## config.mk

```make
export PLATFORM = sky130hd
export DESIGN_NAME = drs_r0_unit
export DESIGN_NICKNAME = d
export VERILOG_FILES = /design/src/rtl/drs_pkg.sv /design/src/rtl/drs_r0_unit.sv
export SDC_FILE = /design/constraint.sdc
export NUM_CORES = 1
export LEC_CHECK = 0
export BUFFER_PORTS_ARGS = -buffer_cell sky130_fd_sc_hd__clkbuf_2
export CAP_MARGIN = 20
export CELL_PAD_IN_SITES_DETAIL_PLACEMENT = 0
export CELL_PAD_IN_SITES_GLOBAL_PLACEMENT = 1
export CORE_MARGIN = 2
export CORE_UTILIZATION = 47
export CTS_CLUSTER_DIAMETER = 50
export DETAILED_ROUTE_END_ITERATION = 7
export PLACE_DENSITY_LB_ADDON = 0.05
export SYNTH_ARGS = -nofsm -noshare
export SYNTH_HDL_FRONTEND = slang
export SYNTH_SLANG_ARGS = --single-unit
export TNS_END_PERCENT = 10
```

## constraint.sdc

```tcl
create_clock -name clock -period 6 [get_ports clock]
set_input_delay 0.3 -clock clock [delete_from_list [all_inputs] [get_ports clock]]
set_output_delay 0.3 -clock clock [all_outputs]
set_load 0.02 [all_outputs]
```

## src/rtl/drs_pkg.sv

```systemverilog
package drs_pkg;

   // register file
   localparam int CSR_IDX_W = 1;
   localparam logic [CSR_IDX_W-1:0] CSR_IOR = 1'b0;
   localparam logic [CSR_IDX_W-1:0] CSR_ETA = 1'b1;

   localparam int IOR_W = 14;
   localparam int ETA_W = 16;
   localparam logic [IOR_W-1:0] IOR_RESET = 14'd6144;
   localparam logic [ETA_W-1:0] ETA_RESET = 16'd43691;
   localparam logic [IOR_W-1:0] IOR_ONE   = 14'd4096;

   // schlick base reflectance, q0.16 with room for 1.0
   localparam int R0_W = 17;

   // square root unit
   localparam int SQ_IN_W   = 44;
   localparam int SQ_ROOT_W = 22;
   localparam int SQ_ITER   = 2;
   localparam int SQ_STAGES = 11;

   typedef enum logic [1:0] {
      KIND_REFRACT = 2'd0,
      KIND_FRESNEL = 2'd1,
      KIND_TIR     = 2'd2
   } kind_type;

endpackage

```

## src/rtl/drs_r0_unit.sv

```systemverilog
module drs_r0_unit (
   input  logic                        clock,
   input  logic                        reset,
   input  logic                        ior_load,
   input  logic [drs_pkg::IOR_W-1:0]   ior,
   output logic                        busy,
   output logic [drs_pkg::R0_W-1:0]    r0
);

   localparam int IOR_W = drs_pkg::IOR_W;
   localparam int Q_W   = drs_pkg::R0_W;
   localparam int DVD_W = 30;
   localparam int DEN_W = 15;
   localparam int STEPS = 30;
   localparam int CNT_W = 5;
   localparam int SQ_W  = 2 * Q_W + 1;

   typedef enum logic [3:0] {
      DIV_LOAD   = 4'b0001,
      DIV_RUN    = 4'b0010,
      DIV_SQUARE = 4'b0100,
      DIV_IDLE   = 4'b1000
   } div_state_type;

   div_state_type     state_ff, state_in;
   logic [CNT_W-1:0]  cnt_ff, cnt_in;
   logic [DVD_W-1:0]  dvd_ff, dvd_in;
   logic [DEN_W-1:0]  den_ff, den_in;
   logic [DEN_W-1:0]  rem_ff, rem_in;
   logic [Q_W-1:0]    quo_ff, quo_in;
   logic [Q_W-1:0]    r0_ff, r0_in;

   logic [IOR_W-1:0]  num;
   logic [DEN_W-1:0]  den;
   logic [DEN_W:0]    trial;
   logic [SQ_W-1:0]   sq_rnd;

   assign num    = (ior >= drs_pkg::IOR_ONE) ? ior - drs_pkg::IOR_ONE : drs_pkg::IOR_ONE - ior;
   assign den    = DEN_W'(ior) + DEN_W'(drs_pkg::IOR_ONE);
   assign trial  = {rem_ff, dvd_ff[DVD_W-1]};
   assign sq_rnd = SQ_W'(quo_ff) * SQ_W'(quo_ff) + SQ_W'(32768);

   always_comb begin
      state_in = state_ff;
      cnt_in   = cnt_ff;
      dvd_in   = dvd_ff;
      den_in   = den_ff;
      rem_in   = rem_ff;
      quo_in   = quo_ff;
      r0_in    = r0_ff;
      case (state_ff)
         DIV_LOAD: begin
            // |ior-1| / (ior+1) in q0.16, rounded to nearest
            dvd_in   = {num, 16'b0} + DVD_W'(den[DEN_W-1:1]);
            den_in   = den;
            rem_in   = '0;
            quo_in   = '0;
            cnt_in   = CNT_W'(STEPS - 1);
            state_in = DIV_RUN;
         end
         DIV_RUN: begin
            dvd_in = {dvd_ff[DVD_W-2:0], 1'b0};
            if (trial >= {1'b0, den_ff}) begin
               rem_in = DEN_W'(trial - {1'b0, den_ff});
               quo_in = {quo_ff[Q_W-2:0], 1'b1};
            end else begin
               rem_in = trial[DEN_W-1:0];
               quo_in = {quo_ff[Q_W-2:0], 1'b0};
            end
            cnt_in = cnt_ff - 1'b1;
            if (cnt_ff == '0) begin
               state_in = DIV_SQUARE;
            end
         end
         DIV_SQUARE: begin
            r0_in    = sq_rnd[Q_W+15:16];
            state_in = DIV_IDLE;
         end
         DIV_IDLE: begin
            state_in = DIV_IDLE;
         end
         default: begin
            state_in = DIV_LOAD;
         end
      endcase
      if (ior_load) begin
         state_in = DIV_LOAD;
      end
   end

   always_ff @(posedge clock) begin
      if (reset) begin
         state_ff <= DIV_LOAD;
         cnt_ff   <= '0;
      end else begin
         state_ff <= state_in;
         cnt_ff   <= cnt_in;
      end
   end

   always_ff @(posedge clock) begin
      dvd_ff <= dvd_in;
      den_ff <= den_in;
      rem_ff <= rem_in;
      quo_ff <= quo_in;
      r0_ff  <= r0_in;
   end

   assign busy = (state_ff != DIV_IDLE);
   assign r0   = r0_ff;

endmodule

```

* Word-level counts from Yosys, hierarchy flattened
Index checks and enable logic that the tools add are counted.
** Word-level totals
- Register bits :: 103
- Bits of input ports :: 17
- Output and inout bits :: 18
- Logic and storage cells :: 36
** Cells by class
- Add/sub/neg operators :: 7
- Multipliers :: 1
- Magnitude comparators :: 2
- Equal/unequal tests :: 6
- Multiplexer cells :: 9
- Reduce and logical (&&, ||, !) cells :: 4
** Operators by type and width (count)
- $pmux W30 S2 :: 1
- $pmux W17 S2 :: 1
- $add A33 B16 Y33 const B :: 1
- $mul A17 B17 Y33 :: 1
- $add A30 B14 Y30 :: 1
- $pmux W15 S2 :: 1
- $ge A16 B15 Y1 :: 1
- $add A14 B13 Y15 const B :: 1
- $mux W15 :: 1
- $sub A15 B15 Y15 :: 1
- $ge A14 B13 Y1 const B :: 1
- $mux W14 :: 1
- $sub A13 B14 Y14 const A :: 1
- $sub A14 B13 Y14 const B :: 1
- $pmux W4 S3 :: 1
- $pmux W5 S2 :: 1
- $logic_not A5 Y1 :: 1
- $sub A5 B1 Y5 const B :: 1
- $eq A4 B1 Y1 const B :: 1
- $eq A4 B2 Y1 const B :: 1
- $eq A4 B3 Y1 const B :: 1
- $eq A4 B4 Y1 const B :: 1
- $mux W4 :: 1
- $ne A4 B4 Y1 const B :: 1
- other kinds (4) :: 5

* Depth between registers and ports, before layout
- Word-level depth :: 4
- Depth in mapped cells :: 26
- Mapped depth without buffers :: 23

* Worst setup path before layout
No wires, ideal clock.
- Path kind :: reg2reg
- Start :: reg quo_ff[4]
- End :: reg r0_ff[15] (netlist: r0[15]) (data pin)
- Setup time :: 0.258 ns
- Data arrival time :: 5.769 ns
- Data required time :: 5.742 ns
- Path slack :: -0.027 ns
- Stages on the path, launching flop included :: 21
- Buffers on the path :: 3
- Clock period less this slack :: 6.027 ns
- Cell sequence :: edfxtp_1 -> clkbuf_1 -> and2_1 -> fa_1 -> fa_1 -> fa_1 -> fa_1 -> fa_1 -> inv_1 -> fa_1 -> inv_1 -> ha_1 -> clkbuf_1 -> a21o_1 -> a21oi_2 -> o21ai_1 -> or3b_1 -> buf_6 -> a31o_2 -> a21oi_2 -> xnor2_1
** Between the ends
- Word-level cells in the longest chain between the ends :: 2
** Ends and longest elaborated chain
- start: declaration :: line drs_r0_unit.sv:30 : logic [Q_W-1:0] quo_ff, quo_in;
- start signal: assignment :: line drs_r0_unit.sv:105 : quo_ff <= quo_in;
- $mul A17 B17 Y33 :: line drs_r0_unit.sv:41 : assign sq_rnd = SQ_W'(quo_ff) * SQ_W'(quo_ff) + SQ_W'(32768);
- $add A33 B16 Y33 :: line drs_r0_unit.sv:41
- via sq_rnd[31] :: line drs_r0_unit.sv:36 : logic [SQ_W-1:0] sq_rnd;
- end signal: assignment :: line drs_r0_unit.sv:106 : r0_ff <= r0_in;
- end: declaration :: line drs_r0_unit.sv:31 : logic [Q_W-1:0] r0_ff, r0_in;
The timed path passes the listed nets, and every way through them passes these cells.
A chain may end at the register's enable or synchronous reset.

* Worst setup path after layout
Ends and elaborated chain as after synthesis.

==> metrics.yaml <==
critPathMaxStageDelay_ns: 0.55
h-tree-depth: 3
required_ns: 6.11
synth_seq_cells: 103
start_util: 0.476
cp_common_cell: "fa_1"
initialDrtViolationCount: 283
diodes: 0
maxSlewViolCount: 0
synthTopCellsByCount: "280 x inv_1, 196 x fa_1, 142 x nand2_1, 128 x ha_1, 94 x edfxtp_1"
cts_root_buf: "clkbuf_16"
hold_end: "state_ff[1]"
p_leak_nw: 7.62
p_total_mw: 4.01
ys_types: 52
rsz0062_at_grt: "yes"
grt.total_usage: 0.204
cts_tree: "built"
numCtsBuffers: 9
period_share: 0.983
drtAntennaViolNets: 0
period_minus_slack_ns: 5.90
finalSetupViolCount: 0
arrival_ns: 6.01
min_from: "ior_load"
clockBufferDepth: 2
cellPowerDensity_nw_per_um2: 271
reg2reg_slack_ns: 0.10
portBuffers: 34
drive_gt1_frac: 0.168
syn_nets: 1626
grt_overflow: 0
synth_top_area_frac: 0.307
fin_tns_setup_ns: 0
synth.most_common_cell: "inv_1"
seq_area_um2: 3000
clock_latency_ns: 0.37
tightest_slew_ns: 0.652
crit_fanout: 6
die_area_um2: 28600
core-area_um2: 26900
pre_cts_ws_ns: -0.205
routedWlPerCell_um: 15.3
place_congestion: 0.820
syn_inst: 1285
relSlewSlack: 0.561
r2r_cells: 21
synth_area_per_cell_um2: 9.96
grt_start_max_net_pins: 50
cp_cell_sequence: "buf_4 -> nand2_1 -> inv_1 -> fa_1 -> inv_1 -> fa_1 -> fa_1 -> inv_1 -> fa_1 -> fa_1 -> inv_1 -> fa_1 -> inv_1 -> ha_1 -> a21oi_2 -> o21a_2 -> nor2_1 -> or3b_4 -> a31o_4 -> a21oi_2 -> xnor2_1"
synth_area_leaders: "fa_1 31%, edfxtp_1 22%, ha_1 13%"
status: "finished, final reports clean"
synth_edf_count: 94
slowest_stage: "fa_1"
grt_pass1_wl_um: 46100
antenna_found_initial: 1
fmaxAchievable_ghz: 0.170
ys.flop_type: "edfxtp_1"
synth.largest_area_cell: "fa_1"
nets: 1748
critPathLaunchType: "flop"
synth_warnings: 0
cts.sinks: 103
die_x_um: 169
wirelength_um: 26800
grt_pass1_vias: 9291
worst_slack_ns: 0.105
skew_ns: 0.0112
max_cap_violations: 0
drc: 0
row_count: 60
multiInputGateArea_um2: 8810
dpl.hpwl_um: 21700
area_growth_syn_to_layout_pct: 15.4
async_flop_share: 0
ir_drop_v: 0.000208
synth_area_um2: 12800
r2r-start: "quo_ff[4]"
io_pins: 35
crit_type: "flop to flop"
die_y_um: 169
post_drt_via_cell_ratio: 4.92
min_path_cells: 2
yosysSeqAreaShare: 0.235
via_count: 8619
dr.pass1.iters: 5
path_clk_slew_ns: 0.08
end_kind: "flop"
fill_cells: 2506
hold_class: "primary input to flop"
r2r-end: "r0[15]"
cp-startpoint: "quo_ff[4]"
hold_viol_final: 0
[cell families (layout without fill, tap and decap cells)]
group | after synthesis | in the layout | share of synthesized area
DFF | 103 | 103 | 0.235
muxes | 14 | 14 | 0.0110
adders and majority gates | 324 | 324 | 0.432
AOI/OAI and AO/OA | 131 | 131 | 0.0638
xor gates and xnor gates | 50 | 50 | 0.0342
and+or+nand+nor | 341 | 341 | 0.129
buffers and inverters | 322 | 449 | 0.0958
[what timing repair did]
action                                  in CTS  in global routing
hold buffers                                 0                  0
gates resized for setup                      3                 78
endpoints found under the setup margin      11                 13
buffers inserted                             3                 19
endpoints found under the hold margin        0                  0
pin swaps                                    1                 39
[placed cells by master, fill, tap and decap left out, types with 4 or more instances in the layout]
cell	netlist	layout
buf_4	0	99
inv_2	0	4
a21oi_2	2	7
o21a_1	6	5
and2_4	1	10
nand2_2	0	7
nand2_1	142	135
and3_1	5	4
clkbuf_16	0	9
a21o_1	17	17
fa_2	0	12
a211oi_1	10	10
ha_4	0	5
a21oi_1	34	28
dfxtp_1	9	9
buf_6	2	18
o21ai_0	34	29
xnor2_1	27	27
nand3_1	13	13
edfxtp_1	94	94
o31ai_1	6	5
mux2i_1	13	13
clkbuf_2	0	34
ha_1	128	121
a31oi_1	5	5
nand2b_1	4	4
xor2_1	23	23
fa_1	196	184
or3_1	4	4
inv_1	280	276
nor2_1	55	53
nor2b_1	10	10
o21ai_1	3	5
and2_1	80	71
nor3_1	7	6
[power breakdown]
part           switching (mW)  internal [mW]  leakage [nW]
clock network           0.335          0.310         0.157
registers              0.0316          0.902          1.03
logic                    1.32           1.11          6.43
total                    1.68           2.32          7.62
[per-layer routing]
metal | up-vias | global-route usage | share of wire
met1 | 4264 | 0.282 | 0.48
met3 | 17 | 0.0227 | 0.023
met2 | 73 | 0.355 | 0.49
li1 | 4265 | - | -
met4 | 0 | 0.0316 | 0.0089
met5 | - | 0 | 0
[layout make-up]
class / count / share of cell area
Sequential cell: 103 / 0.203
Inverter: 280 / 0.0712
Clock inverter: 7 / 0.00669
Clock buffer: 9 / 0.0152
Tap cell: 341 / 0.0289
Multi-Input combinational cell: 860 / 0.597
Timing Repair Buffer: 153 / 0.0779
[how the worst max path moves through the flow]
stage          endpoint  cells past startpoint
6_report         r0[15]                     21
5_1_grt          r0[15]                     20
4_1_cts          r0[16]                     24
3_5_place_dp     r0[15]                     21
3_3_place_gp     r0[10]                     22
2_1_floorplan    r0[15]                     20
[per-stage QoR]
| stage | util | cell area [um^2] | hold WS, ns | instances |
|---|---|---|---|---|
| finish | 0.550 | 14800 | 0.139 | 1753 |
| global route | 0.550 | 14800 | 0.134 | 1753 |
| CTS | 0.534 | 14300 | 0.115 | 1734 |
| detailed placement | 0.521 | 14000 | 0.477 | 1715 |
| global placement | 0.520 | 14000 | 0.459 | 1714 |
| floorplan | - | 12800 | 0.378 | 1285 |
[critical path, delay by kind of cell (launching register included)]
| kind | cells | cell delay, ns |
|---|---|---|
| compound gates | 4 | 0.72 |
| xor+xnor | 1 | 0.09 |
| fa+ha+maj | 7 | 3.40 |
| buf+inv | 6 | 0.44 |
| flops | 1 | 0.44 |
| simple gates | 3 | 0.57 |
[sequential cells by signal, indices dropped and copies added (netlist names)]
| signal | cells |
|---|---|
| dvd_ff | 30 |
| quo_ff | 17 |
| r0 | 17 |
| den_ff | 15 |
| rem_ff | 15 |
| cnt_ff | 5 |
| state_ff | 4 |
Note: power is estimated with default switching activity, not from simulation.
