[config.mk]
export PLATFORM = sky130hd
export DESIGN_NAME = drs_isqrt
export DESIGN_NICKNAME = d
export VERILOG_FILES = /design/src/rtl/drs_pkg.sv /design/src/rtl/drs_isqrt.sv
export SDC_FILE = /design/constraint.sdc
export NUM_CORES = 1
export LEC_CHECK = 0
export BUFFER_PORTS_ARGS = -buffer_cell sky130_fd_sc_hd__buf_2
export CAP_MARGIN = 20
export CORE_MARGIN = 4
export CORE_UTILIZATION = 60
export CTS_CLUSTER_DIAMETER = 80
export DETAILED_ROUTE_END_ITERATION = 8
export PLACE_DENSITY = 0.77
export SKIP_CTS_REPAIR_TIMING = 1
export SYNTH_ARGS = -nofsm -noshare
export SYNTH_HDL_FRONTEND = slang
export SYNTH_SLANG_ARGS = --single-unit
[constraint.sdc]
create_clock -name clock -period 5.8 [get_ports clock]
set_clock_uncertainty 0.15 [all_clocks]
set_input_delay 0.29 -clock clock [delete_from_list [all_inputs] [get_ports clock]]
set_output_delay 0.29 -clock clock [all_outputs]
set_load 0.005 [all_outputs]
[src/rtl/drs_pkg.sv]
package drs_pkg;

   // register file
   localparam int CSR_IDX_W = 1;
   localparam logic [CSR_IDX_W-1:0] CSR_IOR = 1'b0;
   localparam logic [CSR_IDX_W-1:0] CSR_ETA = 1'b1;

   localparam int IOR_W = 14;
   localparam int ETA_W = 16;
   localparam logic [IOR_W-1:0] IOR_RESET = 14'd6144;
   localparam logic [ETA_W-1:0] ETA_RESET = 16'd43691;
   localparam logic [IOR_W-1:0] IOR_ONE   = 14'd4096;

   // schlick base reflectance, q0.16 with room for 1.0
   localparam int R0_W = 17;

   // square root unit
   localparam int SQ_IN_W   = 44;
   localparam int SQ_ROOT_W = 22;
   localparam int SQ_ITER   = 2;
   localparam int SQ_STAGES = 11;

   typedef enum logic [1:0] {
      KIND_REFRACT = 2'd0,
      KIND_FRESNEL = 2'd1,
      KIND_TIR     = 2'd2
   } kind_type;

endpackage

[src/rtl/drs_isqrt.sv]
module drs_isqrt (
   input  logic                           clock,
   input  logic [drs_pkg::SQ_IN_W-1:0]    radicand,
   output logic [drs_pkg::SQ_ROOT_W-1:0]  root
);

   localparam int IN_W   = drs_pkg::SQ_IN_W;
   localparam int ROOT_W = drs_pkg::SQ_ROOT_W;
   localparam int REM_W  = drs_pkg::SQ_ROOT_W + 2;
   localparam int STAGES = drs_pkg::SQ_STAGES;
   localparam int ITER   = drs_pkg::SQ_ITER;

   logic [IN_W-1:0]   opnd_ff [STAGES];
   logic [IN_W-1:0]   opnd_in [STAGES];
   logic [REM_W-1:0]  rem_ff  [STAGES];
   logic [REM_W-1:0]  rem_in  [STAGES];
   logic [ROOT_W-1:0] root_ff [STAGES];
   logic [ROOT_W-1:0] root_in [STAGES];

   // restoring digit recurrence, two result bits per stage
   always_comb begin
      logic [IN_W-1:0]   opnd;
      logic [REM_W-1:0]  rem;
      logic [REM_W-1:0]  trial;
      logic [ROOT_W-1:0] rt;
      for (int s = 0; s < STAGES; s++) begin
         if (s == 0) begin
            opnd = radicand;
            rem  = '0;
            rt   = '0;
         end else begin
            opnd = opnd_ff[s-1];
            rem  = rem_ff[s-1];
            rt   = root_ff[s-1];
         end
         for (int j = 0; j < ITER; j++) begin
            rem   = {rem[REM_W-3:0], opnd[IN_W-1 -: 2]};
            opnd  = {opnd[IN_W-3:0], 2'b00};
            trial = {rt, 2'b01};
            if (rem >= trial) begin
               rem = rem - trial;
               rt  = {rt[ROOT_W-2:0], 1'b1};
            end else begin
               rt  = {rt[ROOT_W-2:0], 1'b0};
            end
         end
         opnd_in[s] = opnd;
         rem_in[s]  = rem;
         root_in[s] = rt;
      end
   end

   always_ff @(posedge clock) begin
      for (int s = 0; s < STAGES; s++) begin
         opnd_ff[s] <= opnd_in[s];
         rem_ff[s]  <= rem_in[s];
         root_ff[s] <= root_in[s];
      end
   end

   assign root = root_ff[STAGES-1];

endmodule

# Yosys cells after proc, flatten, opt, wreduce, memory -nomap -nowiden
# Memory sizes are Yosys's and may differ from the RTL's.
# Index checks and enable logic that the tools add are counted.
# op_classes
addsub	22
n_lt_le_gt_ge	22
mux	44
# op_table
cell	count
$ge A24 B24 Y1	20
$mux W24	11
$mux W22	11
$sub A24 B24 Y24	10
$sub A22 B22 Y22	10
$ge A24 B3 Y1	1
$sub A24 B3 Y24	1
$mux W1	22
$sub A2 B1 Y3 const B	1
$ge A2 B1 Y1 const B	1
# totals
regBits	0
mem_bits_rw	946
inputBits	45
out_inout_bits	22
wordCells	91
mem_count	3
# memory_table
name	words	width	read_ports	rd_clocked_by_memory_dff	wr	line	text
opnd_ff	11	40	10	0	11	drs_isqrt.sv:13	logic [IN_W-1:0] opnd_ff [STAGES];
rem_ff	11	24	10	0	11	drs_isqrt.sv:15	logic [REM_W-1:0] rem_ff [STAGES];
root_ff	11	22	11	0	11	drs_isqrt.sv:17	logic [ROOT_W-1:0] root_ff [STAGES];

# Logic depth before layout (Yosys ltp)
# Gate-level depths: netlist of run 1.
# An unclocked memory read counts as a cell.
# logic_depth
depth_word	5
mapped_depth	25
mapped_depth_nobuf	23

# Worst setup path after synthesis of run 1
# OpenSTA, ideal clock, no wires.
# synth_timing
path_kind	flip-flop to flip-flop
startpoint	memory root_ff[7][3] in the netlist's numbering
endpoint	memory rem_ff[8][11] in the netlist's numbering
setup_ns	0.121
arrival_ns	5.091
required_time_ns	5.529
setup_slack_ns	0.438
path_stages_with_launch	24
n_path_buf	3
synth_period_minus_slack_ns	5.362
cell_sequence	dfxtp_1 inv_1 ha_1 a21o_1 a21oi_1 o311ai_0 a31oi_1 nand2_1 inv_1 clkbuf_1 nor2_1 nor2_1 ha_1 a21o_1 or3_1 nor3_1 mux2_2 o31ai_1 a21oi_1 a21oi_1 or4b_2 clkbuf_1 clkbuf_1 mux2_2
# synth_lines
item	line
start, declared	drs_isqrt.sv:17
end, declared	drs_isqrt.sv:15

==> results of run 1 <==
per-layer routing:
layer | wire (um) | global-route usage, % | up-vias
met3 | 5652 | 4.609 | 211
met2 | 34750 | 44.41 | 999
met1 | 33680 | 37.17 | 11920
li1 | - | - | 12500
met5 | 27 | 0 | -
met4 | 2427 | 7.996 | 4
registers in the layout, indices dropped and copies added (netlist names):
name,cells
rem_ff,207
opnd_ff,220
root_ff,132
area by class of cell:
class	count	area, sq um	area share (%)
tap	664	830.8	2.447
inverter	248	930.9	2.741
clock inverter	36	470.5	1.385
timing repair buffer	174	1319	3.884
sequential	559	11190	32.95
antenna	1	2.502	0.007369
multi-input combinational	2564	17680	52.06
clock buffer	68	1536	4.525
worst paths after layout:
check                           slack [ps]        endpoint            from  depth (start not counted)
worst max-delay path                   240   rem_ff[4][14]   root_ff[3][7]                         21
worst max register to register         240   rem_ff[4][14]   root_ff[3][7]                         21
worst min-delay path                   160  opnd_ff[0][33]    radicand[33]                          2
worst min register to register         160  opnd_ff[4][30]  opnd_ff[3][26]                          0
cells in the mapped netlist (45+ instances only):
library cell	count	area share, %
a21o_1	100	2.5
a21oi_1	275	4.6
clkbuf_1	45	0.56
dfxtp_1	559	37
ha_1	272	11
inv_1	243	3.0
nand2_1	265	3.3
nand3_1	76	1.3
nor2_1	295	3.7
nor3_1	76	1.3
o21ai_0	186	3.1
xnor2_1	222	6.5
xor2_1	98	2.9
cells by family (layout without fill, tap and decap cells):
family	count (synthesis)	count (layout)
buffers and inverters	307	526
flip-flops	559	559
other	1	3
multiplexers	50	50
adder cells (fa/ha/maj)	272	272
AND/OR/NAND/NOR	1044	1044
XOR/XNOR	320	320
AO/OA/AOI/OAI	876	876
through the flow:
stage | util [%] | hold slack (ps) | power, uW | instances
2_1_floorplan | - | 159.6 | 9505 | 3430
3_3_place_gp | 63.98 | 159.7 | 10850 | 4162
3_5_place_dp | 63.98 | 162.1 | 11020 | 4162
4_1_cts | 68.06 | -417.3 | 14940 | 4266
5_1_grt | 69.08 | 138.5 | 15920 | 4314
6_report | 69.08 | 155.9 | 15010 | 4314
power groups by stage:
stage | registers, uW | logic (uW) | clock network (uW)
3_3_place_gp | 5240 | 5610 | 0
2_1_floorplan | 5000 | 4500 | 0
6_report | 5190 | 5960 | 3860
4_1_cts | 5180 | 5830 | 3940
5_1_grt | 5260 | 6580 | 4090
3_5_place_dp | 5250 | 5770 | 0
==> out/metrics.cfg, run 1 <==
[run_status]
status = complete, no violations

[floorplanning]
die_y_um = 231.6
coreArea_sq_um = 49150
io-pin-count = 67
die_area_sq_um = 53630
die_width_um = 231.6
rows = 81
start_util_pct = 61.02

[setup_path]
path_buf_inv = 3
cp_data_required_time_ps = 6180
crit_path_end_kind = flip-flop
crit_type = flip-flop to flip-flop
crit_family = simple AND/OR/NAND/NOR gates
start_kind = flip-flop
crit_chain = inv_1 -> ha_1 -> and4_1 -> and4_1 -> nor3_1 -> nand3_1 -> buf_4 -> nor2_1 -> nor2_1 -> ha_1 -> a21o_1 -> a21o_1 -> a21o_1 -> and3_1 -> a221o_1 -> or4_1 -> nor4b_2 -> buf_4 -> nor2_1 -> nand3b_1 -> xnor2_1
crit_fanout = 21
cpPeakStageDelay_ps = 560
critPathSlowestCell = or4_1
arrival_ps = 5940

[synth]
yosys_most_used_dff = dfxtp_1
ys_seq_elements = 559
synth_top_family_by_area = compound AO/OA/AOI/OAI gates
synthSimpleGateAreaFrac_pct = 17.29
synth_cells = 3429
yosysSeqAreaShare_pct = 37.31
ys_warn_count = 0
syn_avg_cell_area_sq_um = 8.747
synth_edf_count = 0
netlist-cell-type-count = 93
synth_fa_ha_area_share_pct = 11.35
synth-compound-area-share_pct = 18.93
synth.area.mux_share_pct = 1.844
synth_xor_area_share_pct = 9.344
syn_area_sq_um = 30000
synthArstFlopShare_pct = 0

[routing]
drt_iter0_drc = 2162
first_pass_iters = 7
viasPerCell = 5.941
drc = 0
drtAntennaViolNets = 0
wl_per_cell_um = 17.74
vias = 25630
drt-total-wl_um = 76540

[sta]
fin_ws_ps = 240.0
slew_headroom_pct = 34.69
setup_tns_ps = 0
rsz0062_at_grt = no
fin_crit_sh_pct = 95.86
hold_violations = 0
max_freq_ghz = 0.1799
finalMaxSlewViolations = 0
fin_crit_ps = 5560
tightest_slew_ps = 970.7
setup_viol = 0

[global_routing]
track_usage_pct = 27.18
grt_pass1_vias = 24090
antenna_found_initial = 4
grt_pass1_wl_um = 121200
grt.overflow.total = 0
grt_max_degree = 37

[power_and_ir_drop]
netSwitchingPower_uw = 5638
total_leakage_power_uw = 0.01607
clkPwrFrac_pct = 25.7
swShare_pct = 37.56
peakVddDrop_uv = 286.0
pwr-share-comb_pct = 39.7
seqPwrFrac_pct = 34.6
intPower_uw = 9374
power.density_nw_per_um2 = 442.1

[flow_run]
cap_viol_max_count = 0

[clock_tree]
cts_tree = done
clock-sinks = 559
clk_pin_slew_worst_paths_ps = 70
cts_buffer_depth = 3
htree_levels = 2
clock_latency_ps = 630
clock-root-buffer = clkbuf_16
numCtsBuffers = 56

[layout]
nets = 3920
n_fill_cell = 3883
syn2layout_area_growth_pct = 13.21
final_common_cell = dfxtp_1
final_cell_mix = 559 x dfxtp_1, 294 x nor2_1, 274 x a21oi_1
drive_above_1_share_pct = 9.482
final_area_sq_um = 33960

[min_path]
hold_class = primary input to flip-flop

[place]
dp_hpwl_um = 58530
post_dp_cell_area_sq_um = 31450
gp_congestion = 0.9978
portBuffers = 66
dp_slack_ps = -41.37

No activity file was read; power rests on OpenSTA's default activity.
==> run 2, diff against run 1 <==
--- a/config.mk
+++ b/config.mk
@@ -11,2 +11,3 @@
 export CORE_UTILIZATION = 60
+export CTS_BUF_LIST = sky130_fd_sc_hd__clkbuf_2
 export CTS_CLUSTER_DIAMETER = 80
--- a/constraint.sdc
+++ b/constraint.sdc
@@ -4,2 +4,2 @@
 set_output_delay 0.29 -clock clock [all_outputs]
-set_load 0.005 [all_outputs]
+set_load 0.01 [all_outputs]
==> out/metrics.cfg, run 2 (synthesis gave the netlist of run 1 again) <==
[run_status]
status = complete, no violations

[sta]
hold_ws_ps = 52.11  ; -103.8 ps
rsz0062_at_grt = no
max_freq_ghz = 0.1821  ; +1.3%
finalMaxSlewViolations = 0  ; unchanged
hold_violations = 0  ; unchanged
tightest_slew_ps = 1000  ; +29.33 ps
fin_crit_ps = 5490  ; -69.93 ps
slew_headroom_pct = 32.72  ; -2.0 points
setup_viol = 0  ; unchanged
fin_crit_sh_pct = 94.66  ; -1.2 points

[layout]
drive_above_1_share_pct = 11.88  ; +2.4 points
final_common_cell = dfxtp_1
final_cell_mix = 559 x dfxtp_1, 294 x nor2_1, 275 x a21oi_1
final_area_sq_um = 34200  ; +0.71%
reg_top3 = opnd_ff x220, rem_ff x207, root_ff x132
largest_register_ffs = 220  ; unchanged
n_fill_cell = 3864  ; -0.49%
syn2layout_area_growth_pct = 14.01
nets = 4092  ; +4.4%
top_register = opnd_ff

[setup_path]
crit_chain = inv_1 -> ha_1 -> a21o_1 -> a2111oi_1 -> o21ai_0 -> or3_1 -> buf_4 -> a21oi_1 -> ha_1 -> nor3b_1 -> o31ai_1 -> or3b_1 -> a21o_1 -> a221o_1 -> nor3_1 -> nand2b_1 -> buf_12 -> a211oi_1 -> a31o_2
critPathSlowestCell = or3b_1
cpPeakStageDelay_ps = 460  ; -100 ps
cp_data_required_time_ps = 6880  ; +700 ps
crit_fanout = 23  ; +9.5%
arrival_ps = 6570  ; +630 ps
start_kind = flip-flop
crit_type = flip-flop to flip-flop
crit_path_end_kind = flip-flop

[clock_tree]
cts_buffer_depth = 3  ; unchanged
numCtsBuffers = 144  ; +160%
htree_levels = 4  ; +2
clock_latency_ps = 1370  ; +740 ps
clock-root-buffer = clkbuf_2
clk_pin_slew_worst_paths_ps = 110  ; +40 ps
cts_tree = done
clock-sinks = 559  ; unchanged

[routing]
vias = 26780  ; +4.5%
drtAntennaViolNets = 0  ; unchanged
first_pass_iters = 7  ; unchanged
viasPerCell = 5.892  ; -0.81%
wl_per_cell_um = 17.66  ; -0.44%
drt_iter0_drc = 2427  ; +12%
drt-total-wl_um = 80260  ; +4.9%
drc = 0  ; unchanged

[min_path]
hold_class = primary input to flip-flop

[global_routing]
grt_pass1_wl_um = 121100  ; about the same
grt.overflow.total = 0  ; unchanged
track_usage_pct = 27.43  ; +0.25 points
grt_max_degree = 37  ; unchanged
antenna_found_initial = 3  ; -1
grt_pass1_vias = 24660  ; +2.3%

[floorplanning]
rows = 81  ; unchanged
die_width_um = 231.6  ; unchanged
die_y_um = 231.6  ; unchanged
die_area_sq_um = 53630  ; unchanged
start_util_pct = 61.02  ; unchanged
io-pin-count = 67  ; unchanged
coreArea_sq_um = 49150  ; unchanged

[power_and_ir_drop]
power_uw = 14090  ; -6.1%
power.density_nw_per_um2 = 412.1  ; -6.8%
peakVddDrop_uv = 284.2  ; -0.64%
total_leakage_power_uw = 0.01644  ; +2.3%

[place]
dp_hpwl_um = 58530  ; unchanged
post_dp_cell_area_sq_um = 31450  ; unchanged
gp_congestion = 0.9978  ; unchanged
portBuffers = 66  ; unchanged

[flow_run]
cap_viol_max_count = 0  ; unchanged

## run 2: stage by stage
step           utilization [%]  instances  worst slack, ps  TNS, ps
3_3_place_gp             63.98       4162            57.44        0
5_1_grt                  69.56       4542            11.34        0
2_1_floorplan                -       3430            437.8        0
3_5_place_dp             63.98       4162           -41.37   -120.9
6_report                 69.57       4544            310.0        0
4_1_cts                  66.81       4405           -91.55   -249.8
## run 2: per-layer routing
metal  track usage [%]  routed length (um)  vias to the layer above
met3             5.801                6356                      267
li1                  -                   -                    12940
met1             36.85               34170                    12350
met4             10.18                2756                        0
met2             43.71               36980                     1220
met5                 0                   0                        -
## run 2: cell type report
cell class                      instances  area [sq um]  area share (%)
Antenna cell                            8         20.02         0.05854
Tap cell                              664         830.8           2.429
Timing Repair Buffer                  258          2160           6.315
Clock inverter                         60         475.5           1.390
Sequential cell                       559         11190           32.72
Inverter                              248         930.9           2.722
Multi-Input combinational cell       2564         17670           51.68
Clock buffer                          183         915.9           2.678
## run 2: worst paths after layout
path                            cells past startpoint  slack [ps]            from              to
worst min-delay path                                4          50    radicand[40]    rem_ff[0][3]
worst max register to register                     19         310   root_ff[5][7]    rem_ff[6][4]
worst max-delay path                               19         310   root_ff[5][7]    rem_ff[6][4]
worst min register to register                      0         130  opnd_ff[3][22]  opnd_ff[4][26]
## run 2: where the power goes
group | switching, uW | internal, uW
clock | 1650 | 1210
combinational | 3480 | 2560
sequential | 623 | 4570
## run 2: worst max-delay path: cells and delay by family (launching register included)
kind,cells,cell delay (ps)
buffers and inverters,3,470
DFF,1,350
adders and majority gates,2,700
and+or+nand+nor,5,1520
AOI/OAI and AO/OA,9,2180
